**config.mk**
```make
export PLATFORM = sky130hd
export DESIGN_NAME = priority_ordered_run_queue_flat
export DESIGN_NICKNAME = d
export VERILOG_FILES = /design/src/rtl/prq_pkg.sv /design/src/rtl/prq_if.sv /design/src/rtl/prq_ram.sv /design/src/rtl/prq_cmp.sv /design/src/rtl/priority_ordered_run_queue.sv /design/src/flat_wrapper.sv
export SDC_FILE = /design/constraint.sdc
export NUM_CORES = 1
export LEC_CHECK = 0
export BUFFER_PORTS_ARGS = -buffer_cell sky130_fd_sc_hd__buf_2
export CAP_MARGIN = 15
export CORE_MARGIN = 1.5
export CORE_UTILIZATION = 40
export DETAILED_ROUTE_END_ITERATION = 10
export PLACE_DENSITY_LB_ADDON = 0.2
export RECOVER_POWER = 25
export SYNTH_ARGS = -nofsm -noshare
export SYNTH_HDL_FRONTEND = slang
export SYNTH_SLANG_ARGS = --single-unit
export TNS_END_PERCENT = 1
```
**constraint.sdc**
```tcl
create_clock -name clk -period 8.79 [get_ports clk]
set_input_delay 0.879 -clock clk [delete_from_list [all_inputs] [get_ports clk]]
set_output_delay 0.879 -clock clk [all_outputs]
set_load 0.02 [all_outputs]
```
**src/rtl/prq_pkg.sv**
```systemverilog
// shared types and constants of the priority ordered run queue
package prq_pkg;

  localparam int unsigned CMD_W    = 2;
  localparam int unsigned TASK_W   = 8;
  localparam int unsigned PRIO_W   = 8;
  localparam int unsigned COUNT_W  = 5;
  localparam int unsigned STATUS_W = 2;

  // request command codes
  typedef enum logic [CMD_W-1:0] {
    CMD_ENQUEUE = 2'd0,
    CMD_DEQUEUE = 2'd1,
    CMD_PICK    = 2'd2
  } cmd_t;

  // result status codes
  typedef enum logic [STATUS_W-1:0] {
    ST_OK        = 2'd0,
    ST_FULL      = 2'd1,
    ST_NOT_FOUND = 2'd2
  } status_t;

  // sequencer states
  typedef enum logic [2:0] {
    S_IDLE,
    S_ENQ_WALK,
    S_ENQ_PUT,
    S_DEQ_WALK,
    S_RESP
  } state_t;

  // one queue slot as stored in the slot memory
  typedef struct packed {
    logic [TASK_W-1:0] task_id;
    logic [PRIO_W-1:0] prio;
  } slot_t;

  // outcome of the shared slot compare unit
  typedef struct packed {
    logic pri_above;
    logic id_match;
  } cmp_res_t;

endpackage

```
**src/rtl/prq_if.sv**
```systemverilog
// request and result channel interfaces of the run queue
interface prq_in_if;
  import prq_pkg::*;

  logic              valid;
  logic              ready;
  logic [CMD_W-1:0]  command;
  logic [TASK_W-1:0] task_id;
  logic [PRIO_W-1:0] priority_req;

  modport source (output valid, command, task_id, priority_req, input ready);
  modport sink (input valid, command, task_id, priority_req, output ready);
endinterface

interface prq_out_if;
  import prq_pkg::*;

  logic                valid;
  logic                ready;
  logic [TASK_W-1:0]   head_task;
  logic                head_valid;
  logic [COUNT_W-1:0]  entry_count;
  logic [STATUS_W-1:0] status;

  modport source (output valid, head_task, head_valid, entry_count, status, input ready);
  modport sink (input valid, head_task, head_valid, entry_count, status, output ready);
endinterface

```
**src/rtl/prq_ram.sv**
```systemverilog
// generic simple dual port ram with registered read
module prq_ram #(
  parameter int unsigned WIDTH = 16,
  parameter int unsigned DEPTH = 16
) (
  input  logic                     clk,
  input  logic                     wr_en,
  input  logic [$clog2(DEPTH)-1:0] wr_addr,
  input  logic [WIDTH-1:0]         wr_data,
  input  logic                     rd_en,
  input  logic [$clog2(DEPTH)-1:0] rd_addr,
  output logic [WIDTH-1:0]         rd_data
);

  logic [WIDTH-1:0] mem [DEPTH];

  // write port
  always_ff @(posedge clk) begin
    if (wr_en) begin
      mem[wr_addr] <= wr_data;
    end
  end

  // registered read port
  always_ff @(posedge clk) begin
    if (rd_en) begin
      rd_data <= mem[rd_addr];
    end
  end

endmodule

```
**src/rtl/prq_cmp.sv**
```systemverilog
// shared compare unit applied to one slot per cycle during a walk
module prq_cmp (
  input  prq_pkg::slot_t    slot,
  input  prq_pkg::slot_t    req,
  output prq_pkg::cmp_res_t res
);
  import prq_pkg::*;

  // new task goes ahead of a slot of strictly lower priority
  assign res.pri_above = (req.prio > slot.prio);
  // dequeue looks for the named task
  assign res.id_match  = (req.task_id == slot.task_id);

endmodule

```
**src/rtl/priority_ordered_run_queue.sv**
```systemverilog
// Run queue of task ids held in descending priority order, ties first-come first-served.
// The slots live in a one-write one-read RAM and a small sequencer walks them one slot per
// cycle through a single compare unit, so the block takes one request at a time and drops
// in_ch.ready until the result has been taken. Pick (and the unused code three) goes
// straight to the result, as do a refused enqueue into a full queue and a dequeue on an
// empty queue. Enqueue walks from the tail toward the head, moving each slot of lower
// priority one place back, then writes the new task into the slot it lands in; into an
// empty queue it writes the head slot at once. Dequeue walks from the head over every
// queued slot, closing the gap behind a match. The next request is taken in the cycle
// after the result leaves. The result holds the head task, the entry count and a status,
// and stays on out_ch until it is taken.
module priority_ordered_run_queue #(
  parameter int unsigned QUEUE_DEPTH = 16
) (
  input logic       clk,
  input logic       rst_n,
  prq_in_if.sink    in_ch,
  prq_out_if.source out_ch
);
  import prq_pkg::*;

  localparam int unsigned AW = $clog2(QUEUE_DEPTH);
  localparam int unsigned CW = $clog2(QUEUE_DEPTH + 1);

  state_t            state_r, state_nxt;
  logic [CW-1:0]     occ_r, occ_nxt;
  logic [AW-1:0]     idx_r, idx_nxt;
  logic              found_r, found_nxt;
  status_t           status_r, status_nxt;
  slot_t             req_r, req_nxt;
  logic [TASK_W-1:0] head_r, head_nxt;

  logic              in_fire;
  logic              q_full;
  logic              q_empty;
  logic              at_last;
  logic [CW+4:0]     occ_ext;

  logic              ram_wr_en;
  logic [AW-1:0]     ram_wr_addr;
  slot_t             ram_wr_data;
  logic              ram_rd_en;
  logic [AW-1:0]     ram_rd_addr;
  slot_t             ram_rd_data;
  cmp_res_t          cmp_res;

  assign in_fire = in_ch.valid & in_ch.ready;
  assign q_full  = (occ_r == CW'(QUEUE_DEPTH));
  assign q_empty = (occ_r == '0);
  assign at_last = (CW'(idx_r) == (occ_r - CW'(1)));

  // slot storage
  prq_ram #(
    .WIDTH ($bits(slot_t)),
    .DEPTH (QUEUE_DEPTH)
  ) u_slots (
    .clk     (clk),
    .wr_en   (ram_wr_en),
    .wr_addr (ram_wr_addr),
    .wr_data (ram_wr_data),
    .rd_en   (ram_rd_en),
    .rd_addr (ram_rd_addr),
    .rd_data (ram_rd_data)
  );

  // compare unit shared by both walks
  prq_cmp u_cmp (
    .slot (ram_rd_data),
    .req  (req_r),
    .res  (cmp_res)
  );

  // next state
  always_comb begin
    state_nxt = state_r;
    case (state_r)
      S_IDLE: begin
        if (in_fire) begin
          case (in_ch.command)
            CMD_ENQUEUE: begin
              if (q_full) begin
                state_nxt = S_RESP;
              end else if (q_empty) begin
                state_nxt = S_ENQ_PUT;
              end else begin
                state_nxt = S_ENQ_WALK;
              end
            end
            CMD_DEQUEUE: begin
              state_nxt = q_empty ? S_RESP : S_DEQ_WALK;
            end
            default: begin
              state_nxt = S_RESP;
            end
          endcase
        end
      end
      S_ENQ_WALK: begin
        if (!cmp_res.pri_above || (idx_r == '0)) begin
          state_nxt = S_ENQ_PUT;
        end
      end
      S_ENQ_PUT: begin
        state_nxt = S_RESP;
      end
      S_DEQ_WALK: begin
        if (at_last) begin
          state_nxt = S_RESP;
        end
      end
      S_RESP: begin
        if (out_ch.ready) begin
          state_nxt = S_IDLE;
        end
      end
      default: begin
        state_nxt = S_IDLE;
      end
    endcase
  end

  // handshake and memory controls
  always_comb begin
    in_ch.ready  = 1'b0;
    out_ch.valid = 1'b0;
    ram_rd_en    = 1'b0;
    ram_rd_addr  = '0;
    ram_wr_en    = 1'b0;
    ram_wr_addr  = '0;
    ram_wr_data  = ram_rd_data;
    case (state_r)
      S_IDLE: begin
        in_ch.ready = 1'b1;
        ram_rd_en   = 1'b1;
        // enqueue starts at the tail, dequeue at the head
        if (in_ch.command == CMD_ENQUEUE) begin
          ram_rd_addr = AW'(occ_r - CW'(1));
        end
      end
      S_ENQ_WALK: begin
        ram_rd_en   = 1'b1;
        ram_rd_addr = idx_r - AW'(1);
        // slot of lower priority moves one place toward the tail
        if (cmp_res.pri_above) begin
          ram_wr_en   = 1'b1;
          ram_wr_addr = idx_r + AW'(1);
        end
      end
      S_ENQ_PUT: begin
        ram_wr_en   = 1'b1;
        ram_wr_addr = idx_r;
        ram_wr_data = req_r;
      end
      S_DEQ_WALK: begin
        ram_rd_en   = 1'b1;
        ram_rd_addr = idx_r + AW'(1);
        // behind a match every slot moves one place toward the head
        if (found_r) begin
          ram_wr_en   = 1'b1;
          ram_wr_addr = idx_r - AW'(1);
        end
      end
      S_RESP: begin
        out_ch.valid = 1'b1;
      end
      default: begin
        in_ch.ready = 1'b0;
      end
    endcase
  end

  // walk index, occupancy, status and request capture
  always_comb begin
    occ_nxt    = occ_r;
    idx_nxt    = idx_r;
    found_nxt  = found_r;
    status_nxt = status_r;
    req_nxt    = req_r;
    case (state_r)
      S_IDLE: begin
        if (in_fire) begin
          req_nxt.task_id = in_ch.task_id;
          req_nxt.prio    = in_ch.priority_req;
          found_nxt       = 1'b0;
          status_nxt      = ST_OK;
          idx_nxt         = '0;
          case (in_ch.command)
            CMD_ENQUEUE: begin
              if (q_full) begin
                status_nxt = ST_FULL;
              end else if (!q_empty) begin
                idx_nxt = AW'(occ_r - CW'(1));
              end
            end
            CMD_DEQUEUE: begin
              if (q_empty) begin
                status_nxt = ST_NOT_FOUND;
              end
            end
            default: begin
              status_nxt = ST_OK;
            end
          endcase
        end
      end
      S_ENQ_WALK: begin
        if (!cmp_res.pri_above) begin
          idx_nxt = idx_r + AW'(1);
        end else if (idx_r != '0) begin
          idx_nxt = idx_r - AW'(1);
        end
      end
      S_ENQ_PUT: begin
        occ_nxt = occ_r + CW'(1);
      end
      S_DEQ_WALK: begin
        found_nxt = found_r | cmp_res.id_match;
        if (at_last) begin
          if (found_nxt) begin
            occ_nxt = occ_r - CW'(1);
          end else begin
            status_nxt = ST_NOT_FOUND;
          end
        end else begin
          idx_nxt = idx_r + AW'(1);
        end
      end
      default: begin
        idx_nxt = idx_r;
      end
    endcase
  end

  // head copy follows every write to the first slot
  always_comb begin
    head_nxt = head_r;
    if (ram_wr_en && (ram_wr_addr == '0)) begin
      head_nxt = ram_wr_data.task_id;
    end
  end

  // control registers
  always_ff @(posedge clk) begin
    if (!rst_n) begin
      state_r  <= S_IDLE;
      occ_r    <= '0;
      found_r  <= 1'b0;
      status_r <= ST_OK;
    end else begin
      state_r  <= state_nxt;
      occ_r    <= occ_nxt;
      found_r  <= found_nxt;
      status_r <= status_nxt;
    end
  end

  // payload registers
  always_ff @(posedge clk) begin
    idx_r  <= idx_nxt;
    req_r  <= req_nxt;
    head_r <= head_nxt;
  end

  // result fields
  assign occ_ext            = {5'd0, occ_r};
  assign out_ch.head_task   = q_empty ? '0 : head_r;
  assign out_ch.head_valid  = !q_empty;
  assign out_ch.entry_count = occ_ext[COUNT_W-1:0];
  assign out_ch.status      = status_r;

`ifndef SYNTHESIS
  // occupancy never passes the queue depth
  a_occ_bound: assert property (@(posedge clk) disable iff (!rst_n)
    occ_r <= CW'(QUEUE_DEPTH))
    else $error("occupancy beyond queue depth");

  // a request is never taken while a result is pending
  a_one_at_a_time: assert property (@(posedge clk) disable iff (!rst_n)
    !(in_ch.ready && out_ch.valid))
    else $error("request accepted while result pending");

  // an insert adds exactly one entry
  a_put_grows: assert property (@(posedge clk) disable iff (!rst_n)
    state_r == S_ENQ_PUT |=> occ_r == $past(occ_r) + CW'(1))
    else $error("insert did not add one entry");

  // slot writes stay within the occupied range plus the new tail
  a_wr_range: assert property (@(posedge clk) disable iff (!rst_n)
    ram_wr_en |-> CW'(ram_wr_addr) <= occ_r)
    else $error("slot write outside occupied range");
`endif

endmodule
```
**src/flat_wrapper.sv**
```systemverilog
// flat-port wrapper written by rule: the top's interface ports become plain ports
module priority_ordered_run_queue_flat import prq_pkg::*;
#(
  parameter int unsigned QUEUE_DEPTH = 16
)
  (clk, rst_n, in_ch_valid, in_ch_command, in_ch_task_id, in_ch_priority_req, in_ch_ready, out_ch_valid, out_ch_head_task, out_ch_head_valid, out_ch_entry_count, out_ch_status, out_ch_ready);
  prq_in_if in_ch_i ();
  prq_out_if out_ch_i ();
  input logic clk;
  input logic rst_n;
  input wire logic [$bits(in_ch_i.valid)-1:0] in_ch_valid;
  input wire logic [$bits(in_ch_i.command)-1:0] in_ch_command;
  input wire logic [$bits(in_ch_i.task_id)-1:0] in_ch_task_id;
  input wire logic [$bits(in_ch_i.priority_req)-1:0] in_ch_priority_req;
  output wire logic [$bits(in_ch_i.ready)-1:0] in_ch_ready;
  output wire logic [$bits(out_ch_i.valid)-1:0] out_ch_valid;
  output wire logic [$bits(out_ch_i.head_task)-1:0] out_ch_head_task;
  output wire logic [$bits(out_ch_i.head_valid)-1:0] out_ch_head_valid;
  output wire logic [$bits(out_ch_i.entry_count)-1:0] out_ch_entry_count;
  output wire logic [$bits(out_ch_i.status)-1:0] out_ch_status;
  input wire logic [$bits(out_ch_i.ready)-1:0] out_ch_ready;
  assign in_ch_i.valid = in_ch_valid;
  assign in_ch_i.command = in_ch_command;
  assign in_ch_i.task_id = in_ch_task_id;
  assign in_ch_i.priority_req = in_ch_priority_req;
  assign in_ch_ready = in_ch_i.ready;
  assign out_ch_valid = out_ch_i.valid;
  assign out_ch_head_task = out_ch_i.head_task;
  assign out_ch_head_valid = out_ch_i.head_valid;
  assign out_ch_entry_count = out_ch_i.entry_count;
  assign out_ch_status = out_ch_i.status;
  assign out_ch_i.ready = out_ch_ready;
  priority_ordered_run_queue #(.QUEUE_DEPTH(QUEUE_DEPTH)) u_core (.clk(clk), .rst_n(rst_n), .in_ch(in_ch_i), .out_ch(out_ch_i));
endmodule
```
=== Word level (Yosys, flattened, before mapping) ===
Memories as Yosys holds them, arrays and structs flattened. A register that Yosys moved wholly into a read port is not among the register bits.
Cells that the tools add are included.

* Magnitude comparators: 1
* Muxes and demuxes: 44
* Bitwise logic cells: 2
* Divide/modulo/power cells: 0
* Reductions and logical operators: 20
* Shift-type cells: 0
* Multiply operators: 0
* Add/sub/neg operators: 4
* Equal/unequal tests: 16

{| class="wikitable"
|+ Operator list
! kind !! number
|-
| two-way mux 4 bit || 10
|-
| case mux 4 bit (3 select lines) || 3
|-
| two-way mux 3 bit || 6
|-
| two-way mux 16 bit || 1
|-
| case mux 3 bit (5 select lines) || 1
|-
| AND reduction 4 bit || 3
|-
| two-way mux 2 bit || 5
|-
| two-way mux 5 bit || 2
|-
| case mux 5 bit (2 select lines) || 1
|-
| two-way mux 1 bit || 9
|-
| equality test 8 bit || 1
|-
| greater-than comparator 8 bit || 1
|-
| zero test 4 bit || 2
|-
| two-way mux 8 bit || 1
|-
| inequality test 2 x 1 -> 1 bit (second input constant) || 4
|-
| case mux 2 bit (2 select lines) || 2
|-
| equality test 3 x 2 -> 1 bit (second input constant) || 2
|-
| inequality test 2 bit (second input constant) || 3
|-
| case mux 3 bit (2 select lines) || 1
|-
| adder 5 x 1 -> 5 bit (second input constant) || 1
|-
| equality test 4 x 5 -> 1 bit || 1
|-
| equality test 5 bit (second input constant) || 1
|-
| zero test 5 bit || 1
|-
| subtractor 5 x 1 -> 5 bit (second input constant) || 1
|-
| other kinds (21) || 24
|}

* Bits of input ports: 22
* Bits in registers: 39
* RAM bits: 256
* Word-level logic and storage cells: 96
* ROM bits: 0
* Memories kept: 1
* Bits in latches: 0
* Output and inout bits: 18

{| class="wikitable"
|+ Memories
! name !! words !! width !! rd ports !! clocked after memory_dff !! wr ports !! RTL line !! text
|-
| u_core.u_slots.mem || 16 || 16 || 1 || 1 || 1 || prq_ram.sv:15 || <nowiki>logic [WIDTH-1:0] mem [DEPTH];</nowiki>
|}

=== Depth between registers and ports, before layout ===
Gate-level depths: netlist of the first run.

* Depth in word-level cells: 6
* Gate-level depth with buffers: 11
* Gate-level depth less buffers: 8

=== Modules after synthesis ===
From an unflattened synthesis of the first run, not the netlist that was laid out.

* Cell total of the unflattened synthesis: 706
* Area total of the unflattened synthesis: 12949.9 µm²

{| class="wikitable"
|+ By module, submodules not included
! module !! cells each !! instances !! area an instance (µm²) !! seq. area each (µm²)
|-
| prq_ram || 432 || 1 || 10202.3 || 8167.8
|-
| priority_ordered_run_queue || 236 || 1 || 2452.4 || 1061.0
|-
| prq_cmp || 38 || 1 || 295.3 || 0.0
|}

=== Worst setup path after synthesis of the first run ===
No wires, ideal clock.

* Path type: reg2reg
* Start: reg u_core.req_r[1] (netlist bit)
* End: mem u_core.u_slots.mem[12][0] (enable)
* Stages on the path, launching flop included: 9
* Arrival: 3.523 ns
* Path buffers: 1
* Setup time: 0.430 ns
* Required time: 8.360 ns
* Path slack: 4.837 ns
* Clock period less this slack: 3.953 ns
* Path through: edfxtp_1 ha_1 nor2b_1 o211ai_1 a211oi_1 o21ai_1 o21a_1 clkbuf_1 nor4_1

* Word-level cells in the longest chain between the ends: 5
* Elaborated cells between the ends (all ways): 7
* Those cells by class: order compare (1); mux (6)

{| class="wikitable"
|+ RTL lines
! element !! RTL line !! text
|-
| from (decl) || priority_ordered_run_queue.sv:30 || <nowiki>slot_t req_r, req_nxt;</nowiki>
|-
| from (signal assigned) || priority_ordered_run_queue.sv:260 || <nowiki>req_r <= req_nxt;</nowiki>
|-
| greater-than comparator 8 bit (*) || prq_cmp.sv:10 || <nowiki>assign res.pri_above = (req.prio > slot.prio);</nowiki>
|-
| two-way mux 1 bit || priority_ordered_run_queue.sv:144 || <nowiki>if (cmp_res.pri_above) begin</nowiki>
|-
| case mux 1 bit (3 select lines) || priority_ordered_run_queue.sv:131 || <nowiki>case (state_r)</nowiki>
|-
| two-way mux 1 bit || prq_ram.sv:19 || <nowiki>if (wr_en) begin</nowiki>
|-
| two-way mux 1 bit (implied by the code) || prq_ram.sv:20 || <nowiki>mem[wr_addr] <= wr_data;</nowiki>
|-
| to (decl) || prq_ram.sv:15 ||
|}

Mark *: on every way between the ends. The rest lies on a longest branch, timed or not.

=== Worst setup path after layout of the first run ===
* Start: reg u_core.state_r[1]
* End: reg u_core.u_slots.rd_data[1], read port of u_core.u_slots.mem, data pin

* Word-level cells in the longest chain between the ends: 3
* Elaborated cells between the ends (all ways): 6
* Those cells by class: eq/ne (2); mux (2); reduce/logical (2)

{| class="wikitable"
|+ RTL lines
! element !! RTL line !! text
|-
| from (decl) || priority_ordered_run_queue.sv:25 || <nowiki>state_t state_r, state_nxt;</nowiki>
|-
| from (signal assigned) || priority_ordered_run_queue.sv:250 || <nowiki>state_r <= state_nxt;</nowiki>
|-
| equality test 3 x 1 -> 1 bit, or another cell as far along || priority_ordered_run_queue.sv:131 ||
|-
| OR reduction 3 bit (no line) || - ||
|-
| two-way mux 1 bit || priority_ordered_run_queue.sv:131 ||
|-
| to (decl) || prq_ram.sv:12 || <nowiki>output logic [WIDTH-1:0] rd_data</nowiki>
|}

Parallel ways exist; a longest one is shown, timed or not.
A chain may end at the register's enable or synchronous reset.

==> results of run 1 <==
## per-layer routing
metal | global-route usage [%] | up-vias
met5 | 0 | -
met4 | 5.213 | 0
met3 | 3.150 | 46
met2 | 32.76 | 261
met1 | 29.77 | 4175
li1 | - | 3869
## cells in the mapped netlist, types with 3 or more instances
master	count
a21oi_1	80
nand4_1	4
dfxtp_1	11
xnor2_1	7
o21ai_0	17
clkbuf_1	27
a31oi_1	3
a211oi_1	7
and2_1	3
nor2_1	17
inv_1	17
mux4_2	16
o31ai_1	3
nor3_1	11
buf_6	12
o21a_1	4
nor4_1	11
buf_2	16
ha_1	13
or3_1	7
and3_1	4
o21ai_1	34
mux2i_1	3
edfxtp_1	292
nand2b_1	8
a32oi_1	16
nand2_1	239
nor2b_1	14
nand3_1	55
xor2_1	14
## registers in the layout (all words and copies together), names as in the netlist
signal                     count
u_core.head_r                  7
u_core.out_ch.entry_count      5
u_core.u_slots.mem           249
u_core.u_slots.rd_data        16
u_core.idx_r                   4
u_core.req_r                  16
u_core.out_ch.status           2
u_core.state_r                 3
u_core.found_r                 1
## path summary, 6_finish.rpt
| kind | end | cells after the start |
|---|---|---|
| setup reg to reg | u_core.u_slots.rd_data[1]$_DFFE_PN_ | 8 |
| hold reg to reg | u_core.out_ch.status[0]$_SDFFE_PN0P_ | 2 |
| hold / removal | u_core.out_ch.status[0]$_SDFFE_PN0P_ | 2 |
| setup / recovery | u_core.u_slots.rd_data[1]$_DFFE_PN_ | 8 |
## metrics by stage
step / setup WS [ns] / hold slack [ns] / util, % / cells
floorplan: 4.837 / 0.5168 / - / 1011
global placement: 4.735 / 0.4680 / 42.95 / 1475
detailed placement: 4.676 / 0.4574 / 42.95 / 1475
CTS: 4.655 / 0.4625 / 45.98 / 1527
global route: 4.270 / 0.4687 / 45.78 / 1527
finish: 4.520 / 0.4682 / 45.78 / 1527
## power by group
part           switching, uW  total, uW  internal, uW
registers                130       2230          2100
logic                   1500       2110           613
clock network            541       1300           756
## area by class of cell
type	count	area (um^2)	area share (%)
Inverter	18	68.82	0.4643
Timing Repair Buffer	79	450.4	3.039
Clock buffer	35	790.8	5.336
Multi-Input combinational cell	633	3777	25.49
Sequential cell	303	8989	60.65
Tap cell	442	553.0	3.732
Clock inverter	17	191.4	1.292
## kinds of logic (layout without fill, tap and decap cells)
| logic type | after synthesis | count (layout) | share of synthesized area (%) |
|---|---|---|---|
| compound gates | 197 | 197 | 9.578 |
| fa+ha+maj | 13 | 13 | 1.243 |
| flops | 303 | 303 | 68.67 |
| simple gates | 382 | 382 | 12.83 |
| xor+xnor | 22 | 22 | 1.577 |
| mux | 19 | 19 | 2.983 |
| buf+inv | 75 | 149 | 3.116 |
## worst max-delay path: cells and delay by family, from the launching register on
family / cells / cell delay, ns
compound gates: 2 / 0.52
simple gates: 2 / 0.51
buf+inv: 3 / 1.62
flops: 1 / 0.70
mux: 1 / 0.59
==> flow_metrics.env, run 1 <==
export IMPL_cts_root_buffer="clkbuf_16"
export IMPL_port_buffers=39
export IMPL_async_flop_share_pct=0
export IMPL_fmax_ghz=0.2342
export IMPL_hpwl_mm=20.54
export IMPL_ant_nets=0
export IMPL_synth_seq_area_share_pct=68.67
export IMPL_grt_start_max_net_pins=65
export IMPL_cts_max_path_buffers=3
export IMPL_peakVddDrop_mv=0.1870
export IMPL_syn_avg_cell_area_um2=12.95
export IMPL_crit_start="u_core.state_r[1]$_SDFFE_PN0P_"
export IMPL_power_total_uw=5644
export IMPL_crit_slowest_cell="dfxtp_1"
export IMPL_htreeDepth=1
export IMPL_clk_latency_ns=0.57
export IMPL_violations="max-capacitance violations, max-slew violations"
export IMPL_synth_area_um2=13090
export IMPL_cts_resized=0
export IMPL_finalClockSkew_ns=0.009112
export IMPL_worstSetupEndpointType="flop"
export IMPL_power_density_nw_per_um2=380.8
export IMPL_hold_viol=0
export IMPL_power_leakage_uw=0.005074
export IMPL_grt_usage_pct=20.65
export IMPL_ctsHoldBuffers=0
export IMPL_start_util_pct=40.43
export IMPL_final_common_cell="edfxtp_1"
export IMPL_syn_nets=1046
export IMPL_synth_edf_count=292
export IMPL_grt_first_pass_wirelength_mm=51.30
export IMPL_final_max_slew_viol_count=18
export IMPL_cp_max_fo=59
export IMPL_nets=1101
export IMPL_num_vias=8351
export IMPL_design_core_area_um2=32370
export IMPL_final_cell_mix="edfxtp_1, nand2_1, a21oi_1"
export IMPL_cts_tree="yes"
export IMPL_grt_pass1_vias=7993
export IMPL_met2_length_mm=16.01
export IMPL_crit_type="reg -> reg"
export IMPL_synth_top_area_share_pct=66.99
export IMPL_r2r_slack_ns=4.52
export IMPL_wl_mm=34.45
export IMPL_period_needed_ns=4.270
export IMPL_wl_met3_mm=2.128
export IMPL_dieArea_um2=33820
export IMPL_min_path_type="reg -> reg"
export IMPL_crit_top_cell="buf_4"
export IMPL_antenna_found_initial=0
export IMPL_yosysTopAreaCell="edfxtp_1"
export IMPL_clock_sinks=303
export IMPL_die_w_um=183.9
export IMPL_synthTopCellsByArea="edfxtp_1, nand2_1, a21oi_1, mux4_2, nand3_1"
export IMPL_synth_seq_cells=303
export IMPL_critical_path_max_stage_delay_ns=0.70
export IMPL_final_cell_area_um2=14820
export IMPL_syn_to_final_growth_pct=13.23
export IMPL_cp_required_ns=9.09
export IMPL_diodes=0
export IMPL_post_cts_repair_setup_buffers=0
export IMPL_cp_start_kind="flop"
export IMPL_globalplace_congestion=0.8582
export IMPL_crit_chain="or3_1 -> clkinvlp_2 -> a32oi_4 -> buf_4 -> buf_4 -> mux4_2 -> a32oi_1 -> nand3_1"
export IMPL_synth_cell_types=67
export IMPL_viasPerCell=5.469
export IMPL_reg2reg_from="u_core.state_r[1]$_SDFFE_PN0P_"
export IMPL_syn_instance_count=1011
export IMPL_cts_buffers=31
export IMPL_cp_arrival_ns=4.57
export IMPL_finalSetupViolations=0
export IMPL_num_io_pins=40
export IMPL_wl_met1_mm=15.51
export IMPL_grt_ovfl_total=0
export IMPL_die_h_um=183.9
export IMPL_maxSlewHeadroom_pct=-72.66
export IMPL_drv_cap=1
export IMPL_status="finished, violations left"
export IMPL_fp_row_count=66
export IMPL_nFillCells=3013
export IMPL_ys_flop_type="edfxtp_1"
export IMPL_remaining_drc_errors=0
export IMPL_drt_iter0_drc=865
export IMPL_routedWlPerCell_um=22.56
export IMPL_worst_pin_slew_ns=2.590
export IMPL_finalCritPeriodShare_pct=48.58
export IMPL_postPlaceCellArea_um2=13900
export IMPL_layout_drive_gt1_share_pct=12.53
export IMPL_finalSetupTns_ns=0
export IMPL_firstDrtPassIters=5
export IMPL_top_layer="met4"
export IMPL_timing_hold_worst_start="u_core.out_ch.status[0]$_SDFFE_PN0P_"
export IMPL_rsz0062_at_grt="no"
export IMPL_path_clk_slew_ns=0.06
export IMPL_yosysWarningCount=0
Note: power is estimated with default switching activity, not from simulation.
==> run 2: changes to the inputs <==
- ABC_AREA: not set -> 1
- clock period: 8.79 -> 4.25 ns (I/O delays scaled with it)
==> flow_metrics.env, run 2 <==
export IMPL_dieArea_um2=35510
export IMPL_yosysTopAreaCell="edfxtp_1"
export IMPL_synth_seq_cells=303
export IMPL_finalSetupTns_ns=0
export IMPL_design_core_area_um2=33700
export IMPL_nets=1407
export IMPL_yosysWarningCount=0
export IMPL_swShare_pct=39.98
export IMPL_top_register="u_core.u_slots.mem"
export IMPL_power_density_nw_per_um2=751.8
export IMPL_largest_reg_flops=249
export IMPL_final_common_cell="nand2_1"
export IMPL_peakVddDrop_mv=0.3594
export IMPL_cp_required_ns=4.43
export IMPL_async_flop_share_pct=0
export IMPL_cts_buffers=31
export IMPL_critical_path_max_stage_delay_ns=0.94
export IMPL_synth_area_um2=13760
export IMPL_p_clk_share_pct=22.1
export IMPL_drv_cap=0
export IMPL_synthTopCellsByArea="edfxtp_1, nand2_1, nand3_1, inv_1, or2_2"
export IMPL_clock_sinks=303
export IMPL_dp_slack_ns=1.115
export IMPL_crit_slowest_cell="clkbuf_1"
export IMPL_synth_edf_count=292
export IMPL_port_buffers=39
export IMPL_power_leakage_uw=0.006188
export IMPL_fp_row_count=67
export IMPL_finalSetupViolations=0
export IMPL_finalCritPeriodShare_pct=81.53
export IMPL_wl_mm=35.10
export IMPL_firstDrtPassIters=5
export IMPL_diodes=0
export IMPL_drt_iter0_drc=828
export IMPL_regArea_um2=8989
export IMPL_hpwl_mm=21.40
export IMPL_ctsHoldBuffers=0
export IMPL_ys_flop_type="edfxtp_1"
export IMPL_grt_start_max_net_pins=225
export IMPL_synth_seq_area_share_pct=65.34
export IMPL_syn_instance_count=1322
export IMPL_post_cts_repair_setup_buffers=0
export IMPL_cts_resized=0
export IMPL_rr_worst_depth=7
export IMPL_crit_type="reg -> reg"
export IMPL_cp_num_buf_inv=2
export IMPL_worst_pin_slew_ns=1.263
export IMPL_fin_util_pct=45.84
export IMPL_clk_latency_ns=0.57
export IMPL_power_frac_seq_pct=38.6
export IMPL_final_cell_mix="nand2_1, edfxtp_1, nand3_1"
export IMPL_p_comb_share_pct=39.3
export IMPL_crit_start="u_core.state_r[1]$_SDFFE_PN0P_"
export IMPL_power_total_uw=11610
export IMPL_crit_chain="inv_1 -> nor3_4 -> clkbuf_1 -> a22oi_1 -> nand2_1 -> nand2_1 -> nor2_2"
export IMPL_synth_cell_types=35
export IMPL_syn_nets=1357
export IMPL_hold_depth=1
export IMPL_final_max_slew_viol_count=0
export IMPL_remaining_drc_errors=0
export IMPL_p_int_uw=6970
export IMPL_period_needed_ns=3.465
export IMPL_synth_commonest_cells="nand2_1, edfxtp_1, nand3_1"
export IMPL_start_util_pct=40.82
export IMPL_reg2reg_from="u_core.state_r[1]$_SDFFE_PN0P_"
export IMPL_hold_viol=0
export IMPL_maxSlewHeadroom_pct=15.82
export IMPL_fmax_ghz=0.2886
export IMPL_cp_max_fo=29
export IMPL_htreeDepth=1
export IMPL_globalplace_congestion=0.9090
export IMPL_finalClockSkew_ns=0.01241
export IMPL_cp_arrival_ns=3.65
export IMPL_synth_top_area_share_pct=63.74
export IMPL_die_w_um=188.5
export IMPL_min_path_type="in -> reg"
export IMPL_cp_top_family="simple AND/OR/NAND/NOR gates"
export IMPL_worstSetupEndpointType="flop"
export IMPL_die_h_um=188.5
export IMPL_multi_input_area_um2=3817
export IMPL_rsz0062_at_grt="no"
export IMPL_cts_tree="yes"
export IMPL_status="complete, no violations"
export IMPL_syn_avg_cell_area_um2=10.41
export IMPL_antenna_found_initial=1
export IMPL_top_regs="u_core.u_slots.mem (249), u_core.req_r (16), u_core.u_slots.rd_data (16)"
export IMPL_viasPerCell=5.052
export IMPL_num_io_pins=40
export IMPL_yosysMostFrequentCell="nand2_1"
export IMPL_path_clk_slew_ns=0.06
export IMPL_ant_nets=0
export IMPL_grt_ovfl_total=0
export IMPL_cts_max_path_buffers=3
export IMPL_routedWlPerCell_um=19.07
export IMPL_timing_hold_worst_start="in_ch_task_id[7]"
export IMPL_cp_start_kind="flop"
export IMPL_grt_pass1_vias=8819
export IMPL_grt_usage_pct=20.00
export IMPL_layout_drive_gt1_share_pct=13.21
export IMPL_crit_top_cell="nand2_1"
export IMPL_nFillCells=3208
export IMPL_p_sw_uw=4642
export IMPL_num_vias=9300
export IMPL_grt_first_pass_wirelength_mm=53.43
export IMPL_cts_root_buffer="clkbuf_16"
export IMPL_syn_to_final_growth_pct=12.29
export IMPL_fin_ws_ns=0.7848
export IMPL_cp_depth=7
## run 2: cell types whose count changed after synthesis, sizes merged, moves of 27 or more
cell	change
a21oi	-71
inv	+177
nand2	+94
nand3	+147
nor2	+38
o211ai	+30
o21ai	-27
or2	+63
## run 2: layer usage
metal / GRT usage [%] / routed length [um] / vias up
li1: - / - / 4503
met1: 29.40 / 16500 / 4461
met2: 30.53 / 15370 / 272
met3: 3.129 / 2220 / 64
met4: 6.013 / 1008 / 0
met5: 0 / 0 / -
## run 2: power by group through the flow
stage / sequential, uW / combinational (uW) / clock (uW)
2_1_floorplan: 4510 / 2940 / 0
3_3_place_gp: 4520 / 4580 / 0
3_5_place_dp: 4530 / 4620 / 0
4_1_cts: 4470 / 4640 / 2620
5_1_grt: 4520 / 5070 / 2730
6_report: 4480 / 4560 / 2570
## run 2: final timing paths
check	to	slack, ns
worst max-delay path	u_core.u_slots.mem[8][10]$_DFFE_PP_	0.78
worst min-delay path	u_core.req_r[15]$_DFFE_PP_	0.04
worst max register to register	u_core.u_slots.mem[8][10]$_DFFE_PP_	0.78
worst min register to register	u_core.out_ch.status[1]$_SDFFE_PN0P_	0.48
## run 2: final cells by class
type	instances	share of cell area, %
Timing Repair Buffer	72	2.722
Sequential cell	303	58.19
Clock buffer	38	5.192
Tap cell	448	3.629
Clock inverter	16	0.8181
Multi-Input combinational cell	769	24.71
Inverter	195	4.738
## run 2: worst register-to-register path: stages (launching register included)
cell and delay, ns:
dfxtp_1 0.40, inv_1 0.12, nor3_4 0.14, clkbuf_1 0.94
a22oi_1 0.25, nand2_1 0.19, nand2_1 0.16, nor2_2 0.88
## run 2: cells by family (layout without fill, tap and decap cells)
family | Yosys count | count (layout) | share of synthesized area (%)
and+or+nand+nor | 664 | 664 | 21.53
buffers and inverters | 250 | 321 | 7.349
AOI/OAI and AO/OA | 79 | 79 | 3.775
DFF | 303 | 303 | 65.34
xor gates and xnor gates | 13 | 13 | 0.8277
adders and majority gates | 13 | 13 | 1.182
## run 2: through the flow
step / area (um^2) / instances / hold WS, ns
final: 15450 / 1841 / 0.03755
after global routing: 15450 / 1841 / 0.02194
after CTS: 15500 / 1841 / 0.01827
after detailed placement: 14570 / 1787 / 0.4646
after global placement: 14570 / 1787 / 0.4591
after floorplan: 13760 / 1322 / 0.4739
